$ cat src/design/palc_pkg.sv
// Package: types, constants and widths shared by the arc-length clip unit.
package palc_pkg;

    localparam int COORD_BITS  = 32;
    localparam int FRAC_BITS   = 16;
    localparam int LENGTH_BITS = 40;

    typedef struct packed {
        logic signed [31:0] point_x;
        logic signed [31:0] point_y;
        logic               first_vertex;
    } t_in_item;

    typedef struct packed {
        logic signed [31:0] out_x;
        logic signed [31:0] out_y;
        logic               is_last;
        logic               window_closed;
    } t_out_item;

    typedef enum logic [0:0] {
        REG_START = 1'b0,
        REG_END   = 1'b1
    } t_reg_index;

    // Classified vertex handed from front to back.
    typedef struct packed {
        logic               restart;
        logic signed [31:0] x;
        logic signed [31:0] y;
    } t_job;

endpackage

$ cat src/design/palc_front.sv
// Front part: accepts vertices and a short queue of classified jobs.
module palc_front
    import palc_pkg::*;
(
    input  logic     i_clk,
    input  logic     i_rst_n,
    input  logic     i_valid,
    output logic     o_ready,
    input  t_in_item i_data,
    output logic     o_job_valid,
    input  logic     i_job_ready,
    output t_job     o_job
);

    t_job       r_q [2];
    logic [1:0] r_cnt;
    logic       r_wp, r_rp;
    logic       r_have_prev;
    logic       push, pop;

    assign o_ready     = (r_cnt != 2'd2);
    assign push        = i_valid && o_ready;
    assign o_job_valid = (r_cnt != 2'd0);
    assign pop         = o_job_valid && i_job_ready;
    assign o_job       = r_q[r_rp];

    always_ff @(posedge i_clk) begin
        if (!i_rst_n) begin
            r_cnt <= '0;
            r_wp <= 1'b0;
            r_rp <= 1'b0;
            r_have_prev <= 1'b0;
        end else begin
            if (push) begin
                r_q[r_wp].restart <= i_data.first_vertex || !r_have_prev;
                r_q[r_wp].x <= i_data.point_x;
                r_q[r_wp].y <= i_data.point_y;
                r_wp <= ~r_wp;
                r_have_prev <= 1'b1;
            end
            if (pop) r_rp <= ~r_rp;
            r_cnt <= r_cnt + {1'b0, push} - {1'b0, pop};
        end
    end

    a_cnt: assert property (@(posedge i_clk) disable iff (!i_rst_n) r_cnt <= 2'd2)
        else $error("queue overflow");
    a_full: assert property (@(posedge i_clk) disable iff (!i_rst_n)
        (r_cnt == 2'd2 && !pop) |=> r_cnt == 2'd2) else $error("queue lost entry");
    a_wp: assert property (@(posedge i_clk) disable iff (!i_rst_n)
        (r_cnt == 2'd0) |-> (r_wp == r_rp)) else $error("pointer mismatch");

endmodule

$ cat config.mk
export PLATFORM = sky130hd
export DESIGN_NAME = palc_front
export DESIGN_NICKNAME = d
export VERILOG_FILES = /design/src/design/palc_pkg.sv /design/src/design/palc_front.sv
export SDC_FILE = /design/constraint.sdc
export NUM_CORES = 1
export LEC_CHECK = 0
export ABC_AREA = 1
export BUFFER_PORTS_ARGS = -buffer_cell sky130_fd_sc_hd__buf_4
export CAP_MARGIN = 20
export CORE_MARGIN = 8
export CORE_UTILIZATION = 52
export CTS_CLUSTER_DIAMETER = 50
export DETAILED_ROUTE_END_ITERATION = 8
export PLACE_DENSITY_LB_ADDON = 0.12
export SYNTH_ARGS = -nofsm -noshare
export SYNTH_HDL_FRONTEND = slang
export SYNTH_SLANG_ARGS = --single-unit
$ cat constraint.sdc
create_clock -name i_clk -period 6.3 [get_ports i_clk]
set_clock_uncertainty 0.1 [all_clocks]
set_input_delay 1.26 -clock i_clk [delete_from_list [all_inputs] [get_ports i_clk]]
set_output_delay 1.26 -clock i_clk [all_outputs]
set_load 0.05 [all_outputs]
# Word-level counts from Yosys, hierarchy flattened
# Memory sizes are Yosys's and may differ from the RTL's. A register that Yosys moved wholly into a read port is not among the register bits.
# Cells that the tools add are included.
totals:
  elab_cells: 20
  latch_bits: 0
  mem_bits_rw: 130
  romBits: 0
  inputBits: 69
  ff_bits: 5
  memories: 1
  out_inout_bits: 67
memory_table:
  columns: ["memory", "depth", "word_bits", "rd", "rd_clocked_by_memory_dff", "write_ports", "line", "text"]
  rows:
  - ["r_q", 2, 65, 1, 1, 1, "palc_front.sv:15", "t_job r_q [2];"]
op_classes:
  order_cmp: 0
  shifts: 0
  n_reduce_logical: 5
  mul: 0
  eq_ne: 1
  muxes: 5
  bitwise_logic: 2
  addsub: 2
  n_div: 0
ops:
  columns: ["op", "count"]
  rows:
  - ["1-bit 2-to-1 mux", 5]
  - ["2-bit by 1-bit adder with 2-bit output", 1]
  - ["1-bit logical AND", 2]
  - ["2-bit != test (second input constant)", 1]
  - ["1-bit inverter", 2]
  - ["2-bit nonzero test", 1]
  - ["2-bit by 1-bit subtractor with 2-bit output", 1]
  - ["1-bit zero test", 1]
  - ["1-bit logical OR", 1]

# Depth between registers and ports, before layout
# Gate-level depths: netlist (run 1).
logic_depth:
  ltp_word: 5
  ltp_mapped: 11
  ltp_nobuf: 11

# Worst setup path before layout (run 1)
# No wires, ideal clock.
synth_path:
  kind: "input port to flip-flop"
  start: "input i_rst_n"
  end: "memory r_q[0][0] in the netlist's numbering (enable)"
  setup_time_ps: 488
  cell_stages: 3
  setup_slack_ps: 1425
  required_ps: 5712
  t_arrival_ps: 4287
  path_buffers: 0
  cell_sequence: "inv_1 or2_2 nor2_1"
synth_via:
  elab_chain_len: 2
synth_lines:
  columns: ["element", "line", "text"]
  rows:
  - ["start, declared", "palc_front.sv:6", "input logic i_rst_n,"]
  - ["1-bit 2-to-1 mux", "palc_front.sv:28", "if (!i_rst_n) begin"]
  - ["1-bit 2-to-1 mux (not written as such)", "palc_front.sv:37", "r_q[r_wp].y <= i_data.point_y;"]
  - ["end, declared", "palc_front.sv:15", null]
# No other way between the ends.

==> results of run 1 <==
[per-layer routing]
layer | share of wire | up-vias | global-route usage | wire (um)
li1 | - | 1239 | - | -
met1 | 0.39 | 1271 | 0.1527 | 3650
met2 | 0.51 | 86 | 0.2366 | 4743
met3 | 0.079 | 13 | 0.05576 | 733
met4 | 0.018 | 0 | 0.07606 | 168
met5 | 0 | - | 0 | 0
[synthesized netlist by cell type]
master | n | area share
buf_2 | 1 | 0.00096
nand2_1 | 10 | 0.0072
mux2_4 | 50 | 0.14
nor2_1 | 8 | 0.0058
inv_1 | 10 | 0.0072
edfxtp_1 | 130 | 0.75
dfxtp_1 | 6 | 0.023
nand3_1 | 2 | 0.0019
mux2_2 | 15 | 0.033
a21oi_1 | 2 | 0.0019
or2_2 | 2 | 0.0024
buf_6 | 6 | 0.013
ha_1 | 2 | 0.0048
o21ai_0 | 1 | 0.00096
[final cells by class]
class | count | area [um2]
sequential | 136 | 4028
fill | 643 | 2834
multi-input combinational | 92 | 1065
timing repair buffer | 138 | 1056
clock buffer | 17 | 414.1
tap | 133 | 166.4
clock inverter | 15 | 128.9
inverter | 10 | 37.54
[final timing paths]
check	depth (start not counted)	to	start	slack (ns)
worst min register to register	2	r_have_prev$_SDFFE_PN0P_	r_have_prev$_SDFFE_PN0P_	0.37
worst min-delay path	2	r_have_prev$_SDFFE_PN0P_	r_have_prev$_SDFFE_PN0P_	0.37
worst max-delay path	3	o_job[1]	register	2.98
worst max register to register	5	r_q[1][37]$_DFFE_PP_	r_cnt[0]$_SDFF_PN0_	3.78
[placed cells by master, fill, tap and decap left out, types with 3 or more instances in the layout]
cell type     n
clkinvlp_4    5
mux2_4       50
clkbuf_16    16
mux2_2       15
inv_6         3
nor2_1        6
nand2_1      10
dfxtp_1       5
buf_4       137
edfxtp_1    130
inv_1        10
[registers in the layout, summed over array words and instances (netlist names), named ones only]
name / flops
r_cnt: 2
r_have_prev: 1
r_q: 130
r_rp: 1
r_wp: 1
[tightest hold or removal path, stage by stage (launching register included)]
cell	delay, ns
dfxtp_1	0.30
inv_1	0.06
a21oi_1	0.06
[stage by stage]
step	utilization	area (um2)	hold WS [ns]
after floorplan	-	5184	0.3238
after global placement	0.6501	6325	0.3493
after detailed placement	0.6501	6325	0.3627
after CTS	0.7059	6868	0.3716
after global routing	0.7087	6895	0.3864
final	0.7087	6895	0.3664
[cells by family after synthesis]
| family | count (synthesis) | synth area share |
|---|---|---|
| buffers and inverters | 17 | 0.02124 |
| adder cells (fa/ha/maj) | 2 | 0.004827 |
| AO/OA/AOI/OAI | 3 | 0.002896 |
| flip-flops | 136 | 0.7762 |
| multiplexers | 65 | 0.1774 |
| AND/OR/NAND/NOR | 22 | 0.01738 |
[where the power goes]
| group | internal [mW] | total [mW] | switching, mW |
|---|---|---|---|
| sequential | 1.09 | 1.12 | 0.0373 |
| combinational | 0.345 | 0.936 | 0.591 |
| clock | 0.522 | 0.884 | 0.362 |
==> out/results.txt, run 1 <==
Root Buffer - clkbuf_8
Post-CTS Resized - 0
non-filler cells, final - 541
# IOs - 136
CP endpoint kind - primary output
unique cell type count in the Yosys netlist - 14
Detailed Route Iter0 Violations - 106
Routed WL per cell - 17.18 um
critical path, cell by cell - buf_16 -> mux2_2 -> buf_4
Die H - 115.8 um
Setup CP Type - register to primary output
RePlAce Congestion - 0.7197
# rows - 36
drt first pass iters - 4
Final min period - 3.315 ns
LEAKAGE - 2.690 nW
Peak Freq - 301.7 MHz
number of max-cap violations - 0
Chip Width - 115.8 um
post-CTS setup buffers - 0
post-route ant nets - 0
Worst path slowest cell - dfxtp_4
Worst-Margin Slew - 0.9649 ns
largest stage delay on the critical path - 0.51 ns
Place WS - 2.904 ns
ANT cells - 0
Worst Hold Class - register to register
Power Dens Cells - 427.1 nW/um2
DRC violations left - 0
vias in the first global route - 2842
fin crit share - 0.5262
pin count of the biggest net entering global routing - 66
fin nets - 466
share of layout cells above drive strength 1 - 0.5833
worst vdd ir - 0.2781 mV
status - complete, no violations
Placed Cells - 508
Hold Vio Cnt, Final - 0
vias per cell - 4.823
synthesized area per cell - 21.16 um2
synthesized instance count - 245
total grt overflow - 0
Buf/Inv on CP - 2
Final HPWL DP - 6202 um
total chip power - 2.945 mW
YS warnings - 0
Routed WL - 9296 um
CTS tree - yes
IO Port Bufs - 135
Seq/Total Area, Yosys - 0.7762
initial antenna violation count - 0
Startpoint Class - register
Initial Utilization - 0.5328
worst path arrival time - 1.96 ns
vias post-DR - 2609
first-pass GRT wire length - 14050 um
family with the most delay on the worst path - buffers and inverters
Clk Latency, worst-skew pair - 0.50 ns
Critical Path RT - 4.94 ns
core area - 9729 um2
Worst Setup Slack, final - 2.985 ns
CTS H-Tree Depth - 4
Tot GR Track Use - 0.1419
final setup fails - 0
die area - 13420 um2
synthesized flop and latch total - 136
CTS Hold Bufs - 0
Longest Clk Path Bufs - 2
count of pins over their slew limit - 0
Max-slew headroom - 0.3552
RSZ-0062 raised after global routing - false
synthesized cell area - 5184 um2
syn nets - 316
clock slew at reported path FFs - 0.06 ns
final setup TNS - 0 ns
area growth from synthesis to layout - 33.02%
crit-path max FO - 50
cts bufs inserted - 17
Sink Count - 136
(Power assumes the default switching activity.)
==> inputs of run 2 (changes only) <==
==> constraint.sdc (replaced) <==
create_clock -name i_clk -period 3.4 [get_ports i_clk]
set_clock_uncertainty 0.1 [all_clocks]
set_input_delay 0.68 -clock i_clk [delete_from_list [all_inputs] [get_ports i_clk]]
set_output_delay 0.68 -clock i_clk [all_outputs]
set_load 0.05 [all_outputs]
==> run 2 against run 1 <==
Effect of this change: design area increased by 0.98%; setup slack worse by 2.4 ns; utilization is 0.69 points higher; count of clock-buffer cells in the layout stayed put; via count fell by 0.50%; first-iteration DRC count rose by 17%; clock power up 110%.
==> out/results.txt, run 2 (synthesis gave the netlist of run 1 again) <==
status - complete, no violations
Setup CP Type - register to primary output
LEAKAGE - 2.733 nW
final setup fails - 0
Longest Clk Path Bufs - 2
cts bufs inserted - 17
R2R Setup Slk - 1.60 ns
hold path start - i_data[46]
final setup TNS - 0 ns
Worst Hold Class - input port to register
worst hold stages - 1
ANT cells - 0
# IOs - 136
share of layout cells above drive strength 1 - 0.5829
Worst R2R End - r_q[1][59]$_DFFE_PP_
IO Port Bufs - 135
cells on worst reg2reg path - 5
Clk Latency, worst-skew pair - 0.50 ns
Worst Setup Slack, final - 0.6092 ns
top flop regs - r_q x130, r_cnt x2
post-route ant nets - 0
hold endpoint - r_q[0][45]$_DFFE_PP_
Detailed Route Iter0 Violations - 124
crit-path max FO - 23
Chip Width - 115.8 um
vias per cell - 4.781
Biggest register - r_q
die area - 13420 um2
first-pass GRT wire length - 13860 um
Max-slew headroom - 0.6360
initial antenna violation count - 0
drt first pass iters - 4
DRC violations left - 0
total grt overflow - 0
clock slew at reported path FFs - 0.06 ns
vias post-DR - 2596
Startpoint Class - register
Worst-Margin Slew - 0.5460 ns
placed cell areas - 6367 um2
commonest non-fill, non-tap cell in the layout - buf_4
Die H - 115.8 um
Final HPWL DP - 6456 um
Routed WL per cell - 17.07 um
worst path arrival time - 2.01 ns
Peak Freq - 358.3 MHz
area growth from synthesis to layout - 34.32%
RePlAce Congestion - 0.6899
CTS tree - yes
CTS H-Tree Depth - 4
Tot GR Track Use - 0.1407
Place WS - 1.096 ns
CP endpoint kind - primary output
core area - 9729 um2
fin nets - 469
Initial Utilization - 0.5328
Root Buffer - clkbuf_8
worst vdd ir - 0.4760 mV
fillcell total - 648
Routed WL - 9271 um
RSZ-0062 raised after global routing - false
pin count of the biggest net entering global routing - 41
# rows - 36
vias in the first global route - 2804
number of max-cap violations - 0
Final min period - 2.791 ns
Sink Count - 136
Power Dens Cells - 808.3 nW/um2
commonest cells after routing, fill and taps aside - 140 x buf_4, 130 x edfxtp_1, 50 x mux2_4
Post-CTS Resized - 0
fin crit share - 0.8208
CTS Hold Bufs - 0
Critical Path RT - 2.62 ns
total chip power - 5.628 mW
reg2reg start - r_cnt[0]$_SDFF_PN0_
Hold Vio Cnt, Final - 0
max reg flops - 130
hold_ws - 0.2584 ns
post-CTS setup buffers - 0
count of pins over their slew limit - 0
post-route cell area - 6963 um2
[run 2: worst max-delay path by stage]
stage	depth (start not counted)	slack (ns)	end
global placement	3	1.10	o_job[1]
global route	3	0.51	o_job[1]
floorplan	4	-0.92	r_q[0][0]$_DFFE_PP_
CTS	3	0.55	o_job[1]
finish	3	0.61	o_job[1]
detailed placement	3	1.10	o_job[1]
[run 2: per-stage QoR]
step / cells / util
finish: 543 / 0.7157
global route: 543 / 0.7157
CTS: 543 / 0.7157
detailed placement: 512 / 0.6545
global placement: 512 / 0.6545
floorplan: 245 / -
[run 2: layout make-up]
| class | instances | area, um2 | share of cell area |
|---|---|---|---|
| sequential | 136 | 4028 | 0.5784 |
| timing repair buffer | 141 | 1071 | 0.1538 |
| multi-input combinational | 92 | 1065 | 0.1529 |
| clock buffer | 17 | 414.1 | 0.05948 |
| clock inverter | 14 | 181.4 | 0.02606 |
| tap | 133 | 166.4 | 0.02390 |
| inverter | 10 | 37.54 | 0.005391 |
[run 2: metal layers]
metal	GRT usage	part of all wire	vias up
met1	0.1441	0.38	1248
met2	0.2401	0.53	96
met3	0.06149	0.084	10
met5	0	0	-
li1	-	-	1242
met4	0.07174	0.011	0
[run 2: critical path, cell delays in order, from the launching register on]
cell and delay [ns]:
dfxtp_4 0.60, buf_4 0.34, mux2_2 0.37, buf_4 0.19
[run 2: power breakdown]
| part | switching (mW) | internal, mW |
|---|---|---|
| Clock | 0.640 | 1.18 |
| Sequential | 0.0831 | 2.01 |
| Combinational | 1.07 | 0.641 |
| Total | 1.80 | 3.83 |
==> inputs of run 3 (changes only) <==
--- a/config.mk
+++ b/config.mk
@@ -9,7 +9,7 @@
 export BUFFER_PORTS_ARGS = -buffer_cell sky130_fd_sc_hd__buf_4
 export CAP_MARGIN = 20
 export CORE_MARGIN = 8
-export CORE_UTILIZATION = 52
+export CORE_UTILIZATION = 47
 export CTS_CLUSTER_DIAMETER = 50
 export DETAILED_ROUTE_END_ITERATION = 8
 export PLACE_DENSITY_LB_ADDON = 0.12
==> constraint.sdc (replaced) <==
create_clock -name i_clk -period 2.3 [get_ports i_clk]
set_clock_uncertainty 0.1 [all_clocks]
set_input_delay 0.46 -clock i_clk [delete_from_list [all_inputs] [get_ports i_clk]]
set_output_delay 0.46 -clock i_clk [all_outputs]
set_load 0.05 [all_outputs]
==> run 3 against run 2 <==
Effect of this change: sequential power rose by 46%; clock power rose by 35%; routed wire length rose by 2.8%; sequential share of layout area fell by 0.74 points; hold slack got worse by 0.21 ns; non-clock buffer count rose by 3; critical path depth did not move; utilization fell by 6.2 points; design area rose by 1.3%.
==> out/results.txt, run 3 (synthesis gave the netlist of run 1 again) <==
R2R Setup Slk - 0.62 ns
Setup CP Type - register to primary output
Sw Ratio - 0.3270
Peak Freq - 450.9 MHz
final setup fails - 0
vias post-DR - 2612
Die H - 121.0 um
post-route ant nets - 0
total grt overflow - 0
number of max-cap violations - 0
clock share of power - 0.299
hold path start - i_data[11]
Place WS - 0.4119 ns
Routed WL - 9535 um
pin count of the biggest net entering global routing - 36
worst path arrival time - 1.66 ns
CTS tree - yes
vias per cell - 4.715
Final HPWL DP - 6494 um
max reg flops - 130
Biggest register - r_q
status - complete, no violations
cts bufs inserted - 17
first-pass GRT wire length - 14680 um
worst hold stages - 1
initial antenna violation count - 0
Root Buffer - clkbuf_8
reg2reg start - r_cnt[0]$_SDFF_PN0_
ANT cells - 0
vias in the first global route - 2979
Tot GR Track Use - 0.1333
Chip Width - 121.0 um
commonest cells after routing, fill and taps aside - 132 x buf_4, 130 x edfxtp_1, 50 x mux2_4
top flop regs - r_q x130, r_cnt x2
Critical Path RT - 1.74 ns
final setup TNS - 0 ns
Max-slew headroom - 0.7293
drt first pass iters - 5
RePlAce Congestion - 0.7134
DRC violations left - 0
commonest non-fill, non-tap cell in the layout - buf_4
Hold Vio Cnt, Final - 0
fin crit share - 0.9643
crit-path max FO - 18
Startpoint Class - register
count of pins over their slew limit - 0
Routed WL per cell - 17.21 um
# rows - 38
logic gate share of total power - 0.329
CTS Hold Bufs - 0
Sequential Power Share - 0.373
Initial Utilization - 0.4803
fin nets - 472
Internal Power - 5.535 mW
fillcell total - 749
Worst Setup Slack, final - 0.08218 ns
Clk Latency, worst-skew pair - 0.50 ns
IO Port Bufs - 135
Worst R2R End - r_cnt[1]$_SDFF_PN0_
Placed Cells - 520
RSZ-0062 raised after global routing - false
Power Dens Cells - 1166 nW/um2
hold endpoint - r_q[0][10]$_DFFE_PP_
clock slew at reported path FFs - 0.06 ns
die area - 14650 um2
# IOs - 136
CP endpoint kind - primary output
area growth from synthesis to layout - 36.06%
LEAKAGE - 2.750 nW
Detailed Route Iter0 Violations - 121
non-filler cells, final - 554
Final min period - 2.218 ns
share of layout cells above drive strength 1 - 0.5918
Psw - 2.689 mW
Worst-Margin Slew - 0.4060 ns
Longest Clk Path Bufs - 2
worst vdd ir - 0.7198 mV
Sink Count - 136
CTS H-Tree Depth - 4
core area - 10790 um2
Worst Hold Class - input port to register
cells on worst reg2reg path - 10
-- run 3: changes by cell type in the layout (fill, tap and decap cells not counted), sizes merged --
cell      before  now
bufinv         4    2
buf          141  144
clkinv         6    7
clkinvlp       3    6
inv           11   10
-- run 3: how the worst max path moves through the flow --
stage	startpoint	to	slack [ns]
2_1_floorplan	i_rst_n	r_q[0][0]$_DFFE_PP_	0.01
3_3_place_gp	register	o_job[64]	0.42
3_5_place_dp	register	o_job[0]	0.41
4_1_cts	register	o_job[2]	0.02
5_1_grt	register	o_job[2]	0.0008
6_report	register	o_job[2]	0.08
-- run 3: power groups by stage --
stage               Clock [mW]  Sequential (mW)  Combinational [mW]
floorplan                    0             3.08                1.98
CTS                       2.51             3.07                2.73
global placement             0             3.13                2.65
finish                    2.45             3.06                2.70
global route              2.60             3.09                2.84
detailed placement           0             3.14                2.66
-- run 3: timing repair --
item | in CTS | in global routing
endpoints found under the setup margin | 50 | 5
resized for setup | 0 | 5
setup buffers | 2 | 0
pin swaps | 0 | 0
-- run 3: layout make-up --
| type | instances | area (um2) | share of cell area |
|---|---|---|---|
| inverters | 10 | 37.54 | 0.005322 |
| well taps | 140 | 175.2 | 0.02484 |
| repair buffers | 144 | 1187 | 0.1684 |
| multi-input cells | 92 | 1075 | 0.1524 |
| flip-flops and latches | 136 | 4028 | 0.5710 |
| clock inverters | 15 | 136.4 | 0.01934 |
| clock buffers | 17 | 414.1 | 0.05872 |
-- run 3: critical path: stages (launching register included) --
cell     delay [ns]
dfxtp_4        0.43
buf_12         0.20
mux2_2         0.37
buf_6          0.15
-- run 3: per-stage QoR --
step,util,cell area (um2),hold WS (ns),total power [mW]
after floorplan,-,5209,0.3238,5.061
after global placement,0.5982,6456,0.3453,5.779
after detailed placement,0.5982,6456,0.3605,5.804
after CTS,0.6518,7034,0.01341,8.307
after global routing,0.6535,7053,0.007427,8.522
final,0.6535,7053,0.04526,8.224
-- run 3: per-layer routing --
| layer | global-route usage | share of wire |
|---|---|---|
| met3 | 0.05863 | 0.066 |
| met4 | 0.05152 | 0.0093 |
| met5 | 0 | 0 |
| met2 | 0.2363 | 0.54 |
| met1 | 0.1351 | 0.38 |
